<file path="src/rtl/crla_pkg.sv">
// crla_pkg: shared types and constants of the CRLF line assembler.
// Used by crla_front, crla_back and crlf_line_assembler; no dependencies.
`default_nettype none

package crla_pkg;

  // Character codes
  localparam logic [7:0] CHAR_CR    = 8'h0D;
  localparam logic [7:0] CHAR_LF    = 8'h0A;
  localparam logic [7:0] CHAR_SPACE = 8'h20;

  // Queue sizes
  localparam int unsigned CQ_DEPTH = 4;
  localparam int unsigned OQ_DEPTH = 4;
  localparam int unsigned OQ_CW    = $clog2(OQ_DEPTH + 1);

  // Command from front to back
  typedef enum logic {
    CMD_DATA,
    CMD_EMIT
  } cmd_e;

  typedef struct packed {
    cmd_e       op;
    logic       cr_first;  // store a held-back CR before the byte
    logic       put_byte;  // store the byte itself
    logic [7:0] data;
  } cmd_t;

  // One result beat
  typedef struct packed {
    logic [7:0] line_char;
    logic       last_char;
    logic       empty_line;
  } res_t;

  localparam int unsigned CMD_W = $bits(cmd_t);
  localparam int unsigned RES_W = $bits(res_t);

endpackage

`default_nettype wire

</file>
<file path="src/rtl/crla_fifo.sv">
// crla_fifo: small synchronous FIFO with occupancy count.
// Generic; used for the command queue and the result queue. No dependencies.
`default_nettype none

module crla_fifo #(
  parameter int unsigned WIDTH = 8,
  parameter int unsigned DEPTH = 4
) (
  input  wire logic                         clk_i,
  input  wire logic                         rst_ni,
  input  wire logic                         push_i,
  input  wire logic [WIDTH-1:0]             data_i,
  output logic                              full_o,
  input  wire logic                         pop_i,
  output logic [WIDTH-1:0]                  data_o,
  output logic                              empty_o,
  output logic [$clog2(DEPTH+1)-1:0]        count_o
);

  localparam int unsigned PW = (DEPTH > 1) ? $clog2(DEPTH) : 1;
  localparam int unsigned CW = $clog2(DEPTH + 1);

  logic [WIDTH-1:0] store_q [DEPTH];
  logic [PW-1:0]    wr_ptr_q, wr_ptr_d;
  logic [PW-1:0]    rd_ptr_q, rd_ptr_d;
  logic [CW-1:0]    count_q, count_d;
  logic             do_push, do_pop;

  assign full_o  = (count_q == CW'(DEPTH));
  assign empty_o = (count_q == '0);
  assign count_o = count_q;
  assign data_o  = store_q[rd_ptr_q];

  assign do_push = push_i && !full_o;
  assign do_pop  = pop_i && !empty_o;

  // Pointer and count update, wrapping at DEPTH
  always_comb begin
    wr_ptr_d = wr_ptr_q;
    rd_ptr_d = rd_ptr_q;
    count_d  = count_q;
    if (do_push) begin
      wr_ptr_d = (wr_ptr_q == PW'(DEPTH - 1)) ? '0 : wr_ptr_q + PW'(1);
    end
    if (do_pop) begin
      rd_ptr_d = (rd_ptr_q == PW'(DEPTH - 1)) ? '0 : rd_ptr_q + PW'(1);
    end
    if (do_push && !do_pop) begin
      count_d = count_q + CW'(1);
    end else if (do_pop && !do_push) begin
      count_d = count_q - CW'(1);
    end
  end

  always_ff @(posedge clk_i or negedge rst_ni) begin
    if (!rst_ni) begin
      wr_ptr_q <= '0;
      rd_ptr_q <= '0;
      count_q  <= '0;
    end else begin
      wr_ptr_q <= wr_ptr_d;
      rd_ptr_q <= rd_ptr_d;
      count_q  <= count_d;
    end
  end

  // Entry storage
  always_ff @(posedge clk_i) begin
    if (do_push) begin
      store_q[wr_ptr_q] <= data_i;
    end
  end

endmodule

`default_nettype wire

</file>
<file path="src/rtl/crla_front.sv">
// crla_front: accepts received bytes, tracks a pending CR and turns each
// byte into a store or line-end command. Depends on crla_pkg.
`default_nettype none

module crla_front (
  input  wire logic            clk_i,
  input  wire logic            rst_ni,
  input  wire logic            push_i,
  input  wire logic [7:0]      rx_byte_i,
  input  wire logic            cmd_full_i,
  output logic                 cmd_push_o,
  output crla_pkg::cmd_t       cmd_o
);

  logic cr_pending_q, cr_pending_d;
  logic accept;
  logic is_cr, is_lf;

  assign accept = push_i && !cmd_full_i;
  assign is_cr  = (rx_byte_i == crla_pkg::CHAR_CR);
  assign is_lf  = (rx_byte_i == crla_pkg::CHAR_LF);

  // Classify the beat
  always_comb begin
    cmd_o.op       = crla_pkg::CMD_DATA;
    cmd_o.cr_first = cr_pending_q;
    cmd_o.put_byte = !is_cr;
    cmd_o.data     = rx_byte_i;
    cmd_push_o     = 1'b0;
    cr_pending_d   = cr_pending_q;
    if (accept) begin
      if (cr_pending_q && is_lf) begin
        // CR LF closes the line
        cmd_o.op     = crla_pkg::CMD_EMIT;
        cmd_push_o   = 1'b1;
        cr_pending_d = 1'b0;
      end else if (cr_pending_q) begin
        // lone CR becomes data; a new CR stays held back
        cmd_push_o   = 1'b1;
        cr_pending_d = is_cr;
      end else if (is_cr) begin
        cr_pending_d = 1'b1;
      end else begin
        cmd_push_o   = 1'b1;
      end
    end
  end

  always_ff @(posedge clk_i or negedge rst_ni) begin
    if (!rst_ni) begin
      cr_pending_q <= 1'b0;
    end else begin
      cr_pending_q <= cr_pending_d;
    end
  end

endmodule

`default_nettype wire

</file>
<file path="src/rtl/crla_back.sv">
// crla_back: executes commands against the line store, tracks the trimmed
// length and streams a finished line into the result queue.
// Depends on crla_pkg.
`default_nettype none

module crla_back #(
  parameter int unsigned LINE_STORE = 16
) (
  input  wire logic                          clk_i,
  input  wire logic                          rst_ni,
  input  wire crla_pkg::cmd_t                cmd_i,
  input  wire logic                          cmd_valid_i,
  output logic                               cmd_pop_o,
  input  wire logic [crla_pkg::OQ_CW-1:0]    res_count_i,
  output logic                               res_push_o,
  output crla_pkg::res_t                     res_o
);

  localparam int unsigned KEEP_MAX = LINE_STORE - 1;
  localparam int unsigned CW       = $clog2(LINE_STORE);
  localparam int unsigned AW       = (KEEP_MAX > 1) ? $clog2(KEEP_MAX) : 1;
  localparam int unsigned QW       = crla_pkg::OQ_CW;

  typedef enum logic {
    ST_RUN,
    ST_EMIT
  } state_e;

  state_e        state_q, state_d;
  logic [CW-1:0] stored_q, stored_d;
  logic [CW-1:0] kept_q, kept_d;
  logic [CW-1:0] idx_q, idx_d;
  logic          cr_done_q, cr_done_d;

  // Line store, read data registered
  logic [7:0]    line_mem [KEEP_MAX];
  logic [7:0]    rd_data_q;
  logic          rd_valid_q, rd_valid_d;
  logic          rd_last_q, rd_last_d;
  logic          rd_empty_q, rd_empty_d;
  logic          rd_en;

  logic          put_en;
  logic [7:0]    put_char;
  logic          room;
  logic          emit_last;

  // Result queue has room for one more beat, counting one in flight
  assign room = (res_count_i + QW'(rd_valid_q)) < QW'(crla_pkg::OQ_DEPTH);
  assign emit_last = ((idx_q + CW'(1)) == kept_q);

  // Command execution
  always_comb begin
    state_d    = state_q;
    stored_d   = stored_q;
    kept_d     = kept_q;
    idx_d      = idx_q;
    cr_done_d  = cr_done_q;
    cmd_pop_o  = 1'b0;
    put_en     = 1'b0;
    put_char   = cmd_i.data;
    rd_en      = 1'b0;
    rd_valid_d = 1'b0;
    rd_last_d  = 1'b0;
    rd_empty_d = 1'b0;
    case (state_q)
      ST_RUN: begin
        if (cmd_valid_i) begin
          case (cmd_i.op)
            crla_pkg::CMD_DATA: begin
              if (cmd_i.cr_first && !cr_done_q) begin
                put_en   = 1'b1;
                put_char = crla_pkg::CHAR_CR;
                if (cmd_i.put_byte) begin
                  cr_done_d = 1'b1;  // byte goes next cycle
                end else begin
                  cmd_pop_o = 1'b1;
                end
              end else begin
                put_en    = cmd_i.put_byte;
                cr_done_d = 1'b0;
                cmd_pop_o = 1'b1;
              end
            end
            crla_pkg::CMD_EMIT: begin
              if (kept_q == '0) begin
                // nothing left after trimming: single empty beat
                if (room) begin
                  rd_valid_d = 1'b1;
                  rd_last_d  = 1'b1;
                  rd_empty_d = 1'b1;
                  stored_d   = '0;
                  cmd_pop_o  = 1'b1;
                end
              end else begin
                idx_d     = '0;
                state_d   = ST_EMIT;
                cmd_pop_o = 1'b1;
              end
            end
            default: begin
              cmd_pop_o = 1'b1;
            end
          endcase
        end
      end
      ST_EMIT: begin
        if (room) begin
          rd_en      = 1'b1;
          rd_valid_d = 1'b1;
          rd_last_d  = emit_last;
          idx_d      = idx_q + CW'(1);
          if (emit_last) begin
            stored_d = '0;
            kept_d   = '0;
            state_d  = ST_RUN;
          end
        end
      end
      default: begin
        state_d = ST_RUN;
      end
    endcase

    // Store a character while the line has space
    if (put_en && (stored_q < CW'(KEEP_MAX))) begin
      stored_d = stored_q + CW'(1);
      if (put_char != crla_pkg::CHAR_SPACE) begin
        kept_d = stored_q + CW'(1);
      end
    end
  end

  always_ff @(posedge clk_i or negedge rst_ni) begin
    if (!rst_ni) begin
      state_q    <= ST_RUN;
      stored_q   <= '0;
      kept_q     <= '0;
      idx_q      <= '0;
      cr_done_q  <= 1'b0;
      rd_valid_q <= 1'b0;
      rd_last_q  <= 1'b0;
      rd_empty_q <= 1'b0;
    end else begin
      state_q    <= state_d;
      stored_q   <= stored_d;
      kept_q     <= kept_d;
      idx_q      <= idx_d;
      cr_done_q  <= cr_done_d;
      rd_valid_q <= rd_valid_d;
      rd_last_q  <= rd_last_d;
      rd_empty_q <= rd_empty_d;
    end
  end

  // Line store write and read ports
  always_ff @(posedge clk_i) begin
    if (put_en && (stored_q < CW'(KEEP_MAX))) begin
      line_mem[stored_q[AW-1:0]] <= put_char;
    end
    if (rd_en) begin
      rd_data_q <= line_mem[idx_q[AW-1:0]];
    end
  end

  // Result beat toward the queue
  assign res_push_o       = rd_valid_q;
  assign res_o.line_char  = rd_empty_q ? 8'h00 : rd_data_q;
  assign res_o.last_char  = rd_last_q;
  assign res_o.empty_line = rd_empty_q;

endmodule

`default_nettype wire

</file>
<file path="src/rtl/crlf_line_assembler.sv">
// crlf_line_assembler: top level; front classifier, command queue, back
// executor with line store, and result queue. Depends on crla_pkg and all
// crla_* modules.
//
// Usage:
//   Input channel: drive rx_byte_i with push high; the byte is taken at a
//   clock edge where full is low. Bytes flow in one per cycle while full is low.
//   Result channel: while empty is low, line_char_o/last_char_o/
//   empty_line_o show the oldest result; pop takes it.
//   A CR LF pair closes a line: the LF command passes the command queue,
//   the ST_EMIT state, the registered line-store read and the result queue
//   (an empty line skips ST_EMIT); then one character per cycle while pop keeps up.
//   Only the first LINE_STORE-1 characters of a line are kept, trailing
//   spaces are trimmed, and an empty line gives one beat with empty_line_o.
//   Throughput: one byte per cycle while full is low; a lone CR followed by
//   a data byte costs the back end two store writes, and a line end reads
//   each emitted character through the single line-store read port.
//   A 4-entry command queue lets bytes keep arriving during a line drain;
//   full rises only when that queue fills.
//   Reset clears the CR tracking, counts and both queues; the line store
//   itself is not cleared. When pop is held low, the 4-entry result queue
//   fills, the back end stops, and full follows once the command queue fills.
`default_nettype none

module crlf_line_assembler #(
  parameter int unsigned LINE_STORE = 16
) (
  input  wire logic        clk_i,
  input  wire logic        rst_ni,
  input  wire logic        push,
  output logic             full,
  input  wire logic [7:0]  rx_byte_i,
  output logic             empty,
  input  wire logic        pop,
  output logic [7:0]       line_char_o,
  output logic             last_char_o,
  output logic             empty_line_o
);

  crla_pkg::cmd_t                  front_cmd;
  logic                            front_push;
  logic                            cmd_full;
  logic [crla_pkg::CMD_W-1:0]      cmd_raw;
  crla_pkg::cmd_t                  back_cmd;
  logic                            cmd_empty;
  logic                            cmd_pop;
  logic [$clog2(crla_pkg::CQ_DEPTH+1)-1:0] cmd_count;

  crla_pkg::res_t                  back_res;
  logic                            res_push;
  logic                            res_full;
  logic [crla_pkg::RES_W-1:0]      res_raw;
  crla_pkg::res_t                  out_res;
  logic [crla_pkg::OQ_CW-1:0]      res_count;

  assign full = cmd_full;

  // Front: byte classification
  crla_front u_front (
    .clk_i      (clk_i),
    .rst_ni     (rst_ni),
    .push_i     (push),
    .rx_byte_i  (rx_byte_i),
    .cmd_full_i (cmd_full),
    .cmd_push_o (front_push),
    .cmd_o      (front_cmd)
  );

  // Command queue
  crla_fifo #(
    .WIDTH (crla_pkg::CMD_W),
    .DEPTH (crla_pkg::CQ_DEPTH)
  ) u_cmd_q (
    .clk_i   (clk_i),
    .rst_ni  (rst_ni),
    .push_i  (front_push),
    .data_i  (front_cmd),
    .full_o  (cmd_full),
    .pop_i   (cmd_pop),
    .data_o  (cmd_raw),
    .empty_o (cmd_empty),
    .count_o (cmd_count)
  );

  assign back_cmd = crla_pkg::cmd_t'(cmd_raw);

  // Back: line store and drain
  crla_back #(
    .LINE_STORE (LINE_STORE)
  ) u_back (
    .clk_i       (clk_i),
    .rst_ni      (rst_ni),
    .cmd_i       (back_cmd),
    .cmd_valid_i (!cmd_empty),
    .cmd_pop_o   (cmd_pop),
    .res_count_i (res_count),
    .res_push_o  (res_push),
    .res_o       (back_res)
  );

  // Result queue
  crla_fifo #(
    .WIDTH (crla_pkg::RES_W),
    .DEPTH (crla_pkg::OQ_DEPTH)
  ) u_res_q (
    .clk_i   (clk_i),
    .rst_ni  (rst_ni),
    .push_i  (res_push),
    .data_i  (back_res),
    .full_o  (res_full),
    .pop_i   (pop),
    .data_o  (res_raw),
    .empty_o (empty),
    .count_o (res_count)
  );

  assign out_res      = crla_pkg::res_t'(res_raw);
  assign line_char_o  = out_res.line_char;
  assign last_char_o  = out_res.last_char;
  assign empty_line_o = out_res.empty_line;

  // Back end never writes a beat the result queue cannot hold
  assert property (@(posedge clk_i) disable iff (!rst_ni) res_push |-> !res_full)
    else $error("result queue overflow");

  // Front never pushes a command into a full queue
  assert property (@(posedge clk_i) disable iff (!rst_ni) front_push |-> !cmd_full)
    else $error("command queue overflow");

  // Back end only pops an available command
  assert property (@(posedge clk_i) disable iff (!rst_ni)
    cmd_pop |-> (!cmd_empty && (cmd_count != '0)))
    else $error("command pop from empty queue");

  // An empty-line beat is always the last beat and carries a zero character
  assert property (@(posedge clk_i) disable iff (!rst_ni)
    (!empty && empty_line_o) |-> (last_char_o && (line_char_o == 8'h00)))
    else $error("malformed empty-line beat");

endmodule

`default_nettype wire
</file>
<file path="config.mk">
export PLATFORM = sky130hd
export DESIGN_NAME = crlf_line_assembler
export DESIGN_NICKNAME = d
export VERILOG_FILES = /design/src/rtl/crla_pkg.sv /design/src/rtl/crla_fifo.sv /design/src/rtl/crla_front.sv /design/src/rtl/crla_back.sv /design/src/rtl/crlf_line_assembler.sv
export SDC_FILE = /design/constraint.sdc
export NUM_CORES = 1
export LEC_CHECK = 0
export ABC_AREA = 1
export BUFFER_PORTS_ARGS = -buffer_cell sky130_fd_sc_hd__buf_2
export CORE_ASPECT_RATIO = 2
export CORE_UTILIZATION = 52
export DETAILED_ROUTE_END_ITERATION = 8
export PLACE_DENSITY = 0.77
export SYNTH_ARGS = -nofsm -noshare
export SYNTH_HDL_FRONTEND = slang
export SYNTH_SLANG_ARGS = --single-unit
</file>
<file path="constraint.sdc">
create_clock -name clk_i -period 2.5 [get_ports clk_i]
set_clock_uncertainty 0.15 [all_clocks]
set_input_delay 0.5 -clock clk_i [delete_from_list [all_inputs] [get_ports clk_i]]
set_output_delay 0.5 -clock clk_i [all_outputs]
set_load 0.02 [all_outputs]
</file>
Word level (Yosys, flattened, before mapping)
Memories as Yosys holds them, arrays and structs flattened. A register that Yosys moved wholly into a read port is not among the register bits.
Cells that the tools add are included.

storage, ports and cells
  register bits = 32
  RAM bits = 204
  bits of input ports = 12
  output and inout port bits = 12
  logic and storage cells = 158
  memories = 3

cells by class
  add/sub/neg operators = 11
  magnitude comparators = 2
  eq/ne operators = 21
  multiplexer cells = 73
  bitwise gates (word level) = 3
  reductions and logical operators = 30

memory list
  memory           words  width  rd ports  clocked after memory_dff  wr ports  RTL line         RTL
  u_back.line_mem  15     8      1         1                         1         crla_back.sv:36  logic [7:0] line_mem [KEEP_MAX];
  u_cmd_q.store_q  4      11     1         0                         1         crla_fifo.sv:23  logic [WIDTH-1:0] store_q [DEPTH];
  u_res_q.store_q  4      10     1         0                         1         crla_fifo.sv:23

operators by type and width
  kind                 number
  $mux 4               16
  $mux 8               5
  $mux 1               38
  $eq 8x4->1 const B   2
  $pmux 4 s2           2
  $logic_and 1x1->1    12
  $mux 3               4
  $logic_not 1->1      10
  $ne 3x1->1 const B   3
  $add 2x1->2 const B  4
  $add 4x1->4 const B  2
  $eq 2x2->1 const B   4
  $mux 2               4
  $ne 8x6->1 const B   1
  $pmux 1 s2           4
  $reduce_and 4->1     2
  $add 3x1->3 const B  2
  $eq 3x3->1 const B   2
  $logic_not 3->1      2
  $ne 2x2->1 const B   3
  $ne 3x3->1 const B   2
  $reduce_and 6->1     1
  $sub 3x1->3 const B  2
  $eq 4x4->1           1
  8 further kinds      12

Depth between registers and ports, before layout
Gate-level depths: netlist of run 1.

  depth after elaboration = 11
  gate-level depth with buffers = 16
  depth with buffers taken out = 14

Modules after synthesis
From an unflattened synthesis of run 1, not the netlist that was laid out.

unflattened totals
  cell total of the unflattened synthesis = 975
  area total of the unflattened synthesis = 10,774.1 µm²

by module, submodules not included
  module                times used  cells each  area each (µm²)  seq. area each (µm²)
  crla_back             1           570         6,263.5          4,269.1
  crla_fifo at u_cmd_q  1           189         2,225.9          1,496.4
  crla_fifo at u_res_q  1           177         2,074.5          1,376.3
  crla_front            1           38          206.4            25.0
  crlf_line_assembler   1           1           3.8              0.0

Worst setup path after synthesis of run 1
OpenSTA, ideal clock, no wires.

  kind = reg-to-reg
  start = register u_res_q.count_q[0], in the netlist u_res_q.count_o[0]
  end = register u_res_q.count_q[2], in the netlist u_res_q.count_o[2]
  setup time = 0.131 ns
  data arrival time = 2.176 ns
  data required time = 2.219 ns
  path slack = 0.043 ns
  cell stages (with the launch flop) = 10
  path buffers = 0
  period minus slack after synthesis = 2.457 ns
  cells stage by stage = dfrtp_1 -> nor3_1 -> nor2_1 -> inv_1 -> ha_1 -> inv_1 -> fa_1 -> a21oi_1 -> o21ai_0 -> xor2_1

on the way
  cells in the longest elaborated chain, start to end = 6
  elaborated cells between the ends (all ways) = 15
  classes of those cells = add/sub (2); eq/ne (1); mux (2); reduce/logical (10)

RTL lines
  element                                      RTL line                   RTL
  start: declaration                           crla_fifo.sv:26            logic [CW-1:0] count_q, count_d;
  start signal: assignment                     crla_fifo.sv:63            count_q <= count_d;
  $logic_not 3->1 *                            crla_fifo.sv:30            assign empty_o = (count_q == '0);
  via empty                                    crlf_line_assembler.sv:33  output logic empty,
  $logic_not 1->1 *                            crla_fifo.sv:35            assign do_pop = pop_i && !empty_o;
  $logic_and 1x1->1 *                          crla_fifo.sv:35
  $logic_not 1->1                              crla_fifo.sv:48            if (do_push && !do_pop) begin
  $logic_and 1x1->1                            crla_fifo.sv:48
  $mux 3 or $reduce_bool 2->1 (tied branches)  --

The timed path passes the listed nets; every way through them passes the cells marked *. The select of a mux whose other input is x is not followed.
A chain may end at the register's enable or synchronous reset.

Worst setup path after layout of run 1
  start = register u_cmd_q.rd_ptr_q[0]
  end = register u_cmd_q.count_q[2], in the netlist u_cmd_q.count_o[2]

on the way
  cells in the longest elaborated chain, start to end = 10
  elaborated cells between the ends (all ways) = 14
  classes of those cells = mux (6); bitwise (1); reduce/logical (6); memory (1)

RTL lines
  element                                      RTL line                          RTL
  start: declaration                           crla_fifo.sv:25                   logic [PW-1:0] rd_ptr_q, rd_ptr_d;
  start signal: assignment                     crla_fifo.sv:62                   rd_ptr_q <= rd_ptr_d;
  $mem_v2 4x11 *                               --
  $mux 1 or $logic_and 1x1->1 (tied branches)  crla_back.sv:74, crla_back.sv:71
  $mux 1                                       crla_back.sv:71                   if (cmd_i.cr_first && !cr_done_q) begin
  $pmux 1 s2 *                                 crla_back.sv:69                   case (cmd_i.op)
  $mux 1 *                                     crla_back.sv:68                   if (cmd_valid_i) begin
  $mux 1 *                                     crla_back.sv:66                   case (state_q)
  $logic_and 1x1->1 *                          crla_fifo.sv:35
  $logic_not 1->1                              crla_fifo.sv:48
  $logic_and 1x1->1                            crla_fifo.sv:48
  $mux 3 or $reduce_bool 2->1 (tied branches)  --
  end signal: assignment                       crla_fifo.sv:63
  end: declaration                             crla_fifo.sv:26

Every way passes the cells marked *; elsewhere a longest branch is shown, timed or not.

==> results of run 1 <==
worst max-delay path, delay by kind of cell (launching register included):
kind,cells,cell delay (ns)
fa+ha+maj,2,0.57
flops,1,0.47
compound gates,3,0.45
simple gates,4,0.24
buf+inv,3,0.22
xor+xnor,1,0.14
where the power goes:
part	total [uW]	switching, uW	internal [uW]	leakage [uW]
sequential	6220	351	5870	0.00232
clock	3040	1360	1680	0.000313
combinational	5210	3540	1670	0.00176
total	14500	5250	9220	0.00440
stage by stage:
step / setup slack, ns / total power (uW) / instance area (um2) / utilization [%] / hold WS [ns]
global route: -0.0645 / 15300 / 11600 / 60.2 / 0.0768
floorplan: 0.0434 / 9530 / 10200 / - / 0.0544
finish: 0.134 / 14500 / 11600 / 60.2 / 0.0862
CTS: 0.0263 / 14500 / 11600 / 60.0 / 0.0738
detailed placement: -0.234 / 11400 / 10900 / 56.6 / 0.333
global placement: -0.164 / 11200 / 10900 / 56.6 / 0.320
worst paths after layout:
| check | start | to | cells after the start | slack (ns) |
|---|---|---|---|---|
| worst max-delay path | u_cmd_q.rd_ptr_q[0] | u_cmd_q.count_o[2] | 13 | 0.13 |
| worst min register to register | u_back.cr_done_q | u_back.cr_done_q | 2 | 0.34 |
| worst max register to register | u_cmd_q.rd_ptr_q[0] | u_cmd_q.count_o[2] | 13 | 0.13 |
| min in group asynchronous | rst_ni | u_back.kept_q[3] | 2 | 0.48 |
| worst min-delay path | rx_byte_i[5] | u_cmd_q.store_q[1][5] | 1 | 0.09 |
| max in group asynchronous | rst_ni | u_cmd_q.rd_ptr_q[0] | 2 | 1.17 |
sequential cells by signal (all words and copies together) (netlist names):
name	count
u_back.cr_done_q	1
u_back.line_mem	120
u_back.rd_data_q	8
u_back.idx_q	4
u_back.res_push_o	1
u_cmd_q.count_o	3
u_back.stored_q	4
u_res_q.wr_ptr_q	2
u_res_q.count_o	3
u_cmd_q.wr_ptr_q	2
u_res_q.rd_ptr_q	2
u_back.rd_empty_q	1
u_cmd_q.rd_ptr_q	2
u_back.rd_last_q	1
u_front.cr_pending_q	1
u_res_q.store_q	40
u_back.kept_q	4
u_back.state_q	1
u_cmd_q.store_q	44
metal layers:
layer / up-vias / track usage [%] / routed length [um]
li1: 3128 / - / -
met1: 3082 / 19.9 / 6660
met2: 184 / 44.2 / 12500
met3: 62 / 2.24 / 673
met4: 0 / 12.7 / 1160
met5: - / 0 / 0
cell type report:
class                           instances  area [um2]
Clock buffer                           30         599
Clock inverter                          8        50.0
Fill cell                            1523        7670
Inverter                               67         258
Multi-Input combinational cell        507        2590
Sequential cell                       244        7170
Tap cell                              259         324
Timing Repair Buffer                   86         619
Yosys cell counts, drive strengths merged:
| library cell | instances | area [um2] |
|---|---|---|
| o221ai | 8 | 70.1 |
| a21oi | 11 | 55.1 |
| nand3b | 1 | 7.51 |
| clkbuf | 20 | 75.1 |
| o2111ai | 9 | 78.8 |
| xnor2 | 4 | 35.0 |
| o211ai | 1 | 7.51 |
| o31ai | 1 | 7.51 |
| ha | 17 | 213 |
| nor2 | 106 | 410 |
| o21ai | 81 | 405 |
| a311oi | 4 | 35.0 |
| nor4 | 2 | 12.5 |
| edfxtp | 212 | 6370 |
| inv | 67 | 254 |
| xor2 | 7 | 61.3 |
| nand3 | 54 | 275 |
| fa | 2 | 40.0 |
| o22ai | 16 | 100 |
| nand2 | 172 | 661 |
| or2 | 1 | 6.26 |
| buf | 15 | 104 |
| mux2 | 2 | 22.5 |
| nor3 | 4 | 20.0 |
| o221a | 3 | 33.8 |
| dfrtp | 32 | 801 |
| nand4 | 1 | 6.26 |
logic make-up (layout without fill, tap and decap cells):
kind of cell | count (synthesis) | count (layout) | share of synthesized area [%]
AOI/OAI and AO/OA | 134 | 134 | 7.81
adders and majority gates | 19 | 19 | 2.49
xor gates and xnor gates | 11 | 11 | 0.948
buffers and inverters | 102 | 191 | 4.26
muxes | 2 | 2 | 0.222
and+or+nand+nor | 341 | 341 | 13.8
DFF | 244 | 244 | 70.5
repair_timing:
item	in CTS	in global routing
gates resized for setup	3	15
cloned	0	0
endpoints found under the setup margin	11	60
hold buffers	1	0
endpoints found under the hold margin	32	0
setup buffers	0	1
pin swaps	0	3
placed cells by master, fill, tap and decap left out, types with 5 or more instances in the layout:
cell type,count
sky130_fd_sc_hd__nand3_1,53
sky130_fd_sc_hd__nor2_2,5
sky130_fd_sc_hd__nand2_2,7
sky130_fd_sc_hd__xor2_1,7
sky130_fd_sc_hd__inv_2,5
sky130_fd_sc_hd__a21oi_1,10
sky130_fd_sc_hd__inv_1,60
sky130_fd_sc_hd__o22ai_1,16
sky130_fd_sc_hd__ha_1,16
sky130_fd_sc_hd__buf_4,59
sky130_fd_sc_hd__clkbuf_16,21
sky130_fd_sc_hd__o21ai_0,77
sky130_fd_sc_hd__edfxtp_1,212
sky130_fd_sc_hd__buf_2,23
sky130_fd_sc_hd__clkbuf_1,5
sky130_fd_sc_hd__nor2_1,100
sky130_fd_sc_hd__o2111ai_1,9
sky130_fd_sc_hd__dfrtp_1,30
sky130_fd_sc_hd__nand2_1,165
sky130_fd_sc_hd__o221ai_1,8
==> results.cfg, run 1 <==
[run_status]
outcome = finished clean

[sta]
min_period_ns = 2.37
pins_over_their_slew_limit = 0
final.period_utilization_pct = 94.7
unrepaired_setup_endpoints_after_global_routing = yes
max_freq_mhz = 423
final-hold-violation-count = 0
slew_headroom_pct = 25.4
timing_worst_slew_pin_value_ns = 1.11
setup-tns-final_ns = 0
finalSetupViolations = 0

[yosys]
syn_inst = 853
netlist-cell-type-count = 37
postSynthRegisterBits = 244
yosysWarnings = 0
synth.avg_cell_area_um2 = 11.9
synth_seq_area_share_pct = 70.5
synthesis.area_um2 = 10200
synth_nets = 884

[setup_path]
ordered_list_of_cells_on_the_worst_path = inv_4, nand2_1, nand3_1, nand2_1, inv_1, nand2_1, o211ai_1, ha_2, inv_2, fa_2, a21oi_2, o21ai_1, xor2_1
timing.critical_path.to_type = flop
required_ns = 2.72
cp_data_arrival_time_ns = 2.59
timing_worst_setup_path_type = reg -> reg
critical_path.max_fanout = 7
crit_slowest_cell = sky130_fd_sc_hd__dfrtp_2
cp_common_cell = sky130_fd_sc_hd__nand2_1
startpoint_type_of_the_worst_setup_path = flop
critical-path-max-stage-delay_ns = 0.47

[power_and_ir_drop]
irDropWorstVdd_mv = 0.842
p_per_area_nw_per_um2 = 1250
leakage_uw = 0.00440

[route]
drtPass1Iterations = 7
antenna_left = 0
postRouteWirelength_mm = 21.0
vias = 6456
detailedRoute.firstIterationViolations = 503
wl_per_cell_um = 17.5
drc = 0
via_per_inst = 5.38

[cts]
cts.root.buffer_cell = sky130_fd_sc_hd__clkbuf_16
cts_max_path_buffers = 3
cts_sinks = 244
tritoncts.num_buffers = 21
clock_latency_on_the_worst_skew_pair_ns = 0.50
cts.htree.levels = 1
tritoncts_clock_tree = yes
clk_transition_reported_paths_ns = 0.06

[finish]
area_growth_pct = 14.2
nNetsFinal = 958
finish.cell_count_without_fillers = 1201
antenna-diode-count = 0
post_route_cells_drive_above_1_share_pct = 15.8

[place]
post_place_cells = 1161
io_buffers = 23
dp_hpwl_mm = 15.1
place.gp.congestion = 0.870

[global_route]
grt_pass1_vias = 6493
grt_util_all_layers_pct = 21.7
antenna_found_initial = 0
pin_count_of_the_biggest_net_entering_global_routing = 56
global_route.overflow_total = 0
grt_first_pass_wirelength_mm = 32.8

[floorplan]
core_region_area_um2 = 19300
ios = 24
floorplan.initialDensity_pct = 52.7
die_height_um = 200
std_cell_rows = 72
fp.dieArea_um2 = 20100
die_x_um = 101

[job]
max-cap-violations = 0

[worst_hold_path]
timing.hold.worst.class = in -> reg
(Power assumes the default switching activity.)
==> run 2, diff against run 1 <==
--- a/config.mk
+++ b/config.mk
@@ -11,6 +11,7 @@
 export CORE_UTILIZATION = 52
 export DETAILED_ROUTE_END_ITERATION = 8
 export PLACE_DENSITY = 0.77
+export REMOVE_ABC_BUFFERS = 1
 export SYNTH_ARGS = -nofsm -noshare
 export SYNTH_HDL_FRONTEND = slang
 export SYNTH_SLANG_ARGS = --single-unit
==> results.cfg, run 2 (synthesized netlist as in run 1, its figures left out) <==
[run_status]
outcome = finished clean

[setup_path]
critical-path-max-stage-delay_ns = 0.47
critical_path.max_fanout = 7
cp_common_cell = sky130_fd_sc_hd__nand2_1
critical_path.top_delay_family = adder cells
timing.critical_path.to_type = flop
ordered_list_of_cells_on_the_worst_path = inv_2, nand3_1, nand2_1, nand2_1, nor2_1, nand2_1, o211ai_1, ha_2, inv_4, fa_2, a21oi_2, o21ai_2, xor2_1
critical_path_depth = 13
timing_worst_setup_path_type = reg -> reg
required_ns = 2.73
crit_slowest_cell = sky130_fd_sc_hd__dfrtp_2
startpoint_type_of_the_worst_setup_path = flop
cp_data_arrival_time_ns = 2.68
critPathBufInv = 2
timing.reg2reg.worst_path_depth = 13

[cts]
cts.root.buffer_cell = sky130_fd_sc_hd__clkbuf_16
clock_latency_on_the_worst_skew_pair_ns = 0.50
cts.htree.levels = 1
cts_sinks = 244
clk_transition_reported_paths_ns = 0.07
tritoncts_clock_tree = yes
tritoncts.num_buffers = 20
cts_max_path_buffers = 3

[floorplan]
std_cell_rows = 72
floorplan.initialDensity_pct = 52.7
fp.dieArea_um2 = 20100
core_region_area_um2 = 19300
ios = 24
die_height_um = 200
die_x_um = 101

[route]
drc = 0
via_per_inst = 5.37
antenna_left = 0
vias = 6441
wl_per_cell_um = 17.4
drtPass1Iterations = 4
detailedRoute.firstIterationViolations = 449
postRouteWirelength_mm = 20.9

[sta]
slew_headroom_pct = 28.8
min_period_ns = 2.45
setup-tns-final_ns = 0
pins_over_their_slew_limit = 0
timing_worst_slew_pin_value_ns = 1.06
unrepaired_setup_endpoints_after_global_routing = yes
max_freq_mhz = 408
final.period_utilization_pct = 98.1
final_ws_setup_ns = 0.0483
finalSetupViolations = 0
final-hold-violation-count = 0
final.hold.worst_slack_ns = 0.0810

[power_and_ir_drop]
leakage_uw = 0.00445
irDropWorstVdd_mv = 0.693
p_per_area_nw_per_um2 = 1270

[global_route]
pin_count_of_the_biggest_net_entering_global_routing = 60
grt_pass1_vias = 6584
global_route.overflow_total = 0
antenna_found_initial = 0
grt_first_pass_wirelength_mm = 32.9
grt_util_all_layers_pct = 21.7

[worst_hold_path]
timing.hold.worst.class = in -> reg
holdPathStages = 1

[finish]
finish.cell_count_without_fillers = 1200
number_of_flip_flops_under_the_largest_register_name = 120
nNetsFinal = 958
area_growth_pct = 15.5
antenna-diode-count = 0
layout_common_cells = sky130_fd_sc_hd__edfxtp_1, sky130_fd_sc_hd__nand2_1, sky130_fd_sc_hd__nor2_1
post_route_cells_drive_above_1_share_pct = 16.4
layout_commonest_cell = sky130_fd_sc_hd__edfxtp_1
layout.cell_area.non_filler_um2 = 11700
fillers = 1528

[place]
io_buffers = 23
post_place_cells = 1157
dp_hpwl_mm = 14.2
place.gp.congestion = 0.834
preCtsSetupSlack_ns = -0.208
placedInstanceArea_um2 = 10900

[job]
max-cap-violations = 0
-- run 2: changes by cell type in the layout (fill, tap and decap cells not counted), moves of 2 or more --
cell	delta
sky130_fd_sc_hd__buf_4	-2
sky130_fd_sc_hd__bufinv_16	+6
sky130_fd_sc_hd__clkbuf_1	-3
sky130_fd_sc_hd__clkbuf_8	-4
sky130_fd_sc_hd__nor2_1	+3
sky130_fd_sc_hd__nor2_2	-4
-- run 2: final cells by class --
| type | instances | area, um2 | area share, % |
|---|---|---|---|
| Sequential cell | 244 | 7170 | 61.1 |
| Multi-Input combinational cell | 507 | 2590 | 22.1 |
| Inverter | 67 | 260 | 2.22 |
| Timing Repair inverter | 2 | 12.5 | 0.107 |
| Tap cell | 259 | 324 | 2.76 |
| Clock buffer | 23 | 533 | 4.54 |
| Clock inverter | 13 | 226 | 1.93 |
| Timing Repair Buffer | 85 | 616 | 5.24 |
-- run 2: what timing repair did --
action | CTS | global route
cloned | 0 | 2
endpoints found under the setup margin | 12 | 7
pin swaps | 2 | 7
gates resized for setup | 9 | 15
buffers inserted | 2 | 2
hold buffers | 1 | 0
endpoints found under the hold margin | 32 | 0
-- run 2: path summary, 6_finish.rpt --
kind / from / to / slack (ns)
max reg2reg: u_cmd_q.rd_ptr_q[1] / u_cmd_q.count_o[2] / 0.05
min reg2reg: u_back.rd_last_q / u_res_q.store_q[1][1] / 0.34
max: u_cmd_q.rd_ptr_q[1] / u_cmd_q.count_o[2] / 0.05
min in group asynchronous: rst_ni / u_res_q.wr_ptr_q[0] / 0.46
max in group asynchronous: rst_ni / u_cmd_q.rd_ptr_q[0] / 1.19
min: rx_byte_i[7] / u_cmd_q.store_q[0][7] / 0.08
-- run 2: power by group --
group / total, uW / switching [uW] / internal (uW)
combinational: 5110 / 3470 / 1640
clock: 3570 / 1400 / 2160
sequential: 6230 / 351 / 5870
-- run 2: worst reg2reg max path, cell delays in order, from the launching register on --
cell                       delay, ns
sky130_fd_sc_hd__dfrtp_2        0.47
sky130_fd_sc_hd__inv_2          0.12
sky130_fd_sc_hd__nand3_1        0.08
sky130_fd_sc_hd__nand2_1        0.07
sky130_fd_sc_hd__nand2_1        0.07
sky130_fd_sc_hd__nor2_1         0.13
sky130_fd_sc_hd__nand2_1        0.07
sky130_fd_sc_hd__o211ai_1       0.13
sky130_fd_sc_hd__ha_2           0.26
sky130_fd_sc_hd__inv_4          0.05
sky130_fd_sc_hd__fa_2           0.38
sky130_fd_sc_hd__a21oi_2        0.16
sky130_fd_sc_hd__o21ai_2        0.07
sky130_fd_sc_hd__xor2_1         0.14
-- run 2: routing by layer --
metal	GRT usage, %	wire [um]	up-vias
li1	-	-	3123
met1	18.7	6480	3088
met2	44.5	12600	156
met4	13.3	1100	0
met5	0	0	-
met3	3.01	650	74
-- run 2: metrics by stage --
stage | util, % | power [uW]
global placement | 56.4 | 11000
detailed placement | 56.4 | 11200
global route | 60.9 | 15800
CTS | 60.5 | 14800
floorplan | - | 9420
finish | 60.9 | 14900
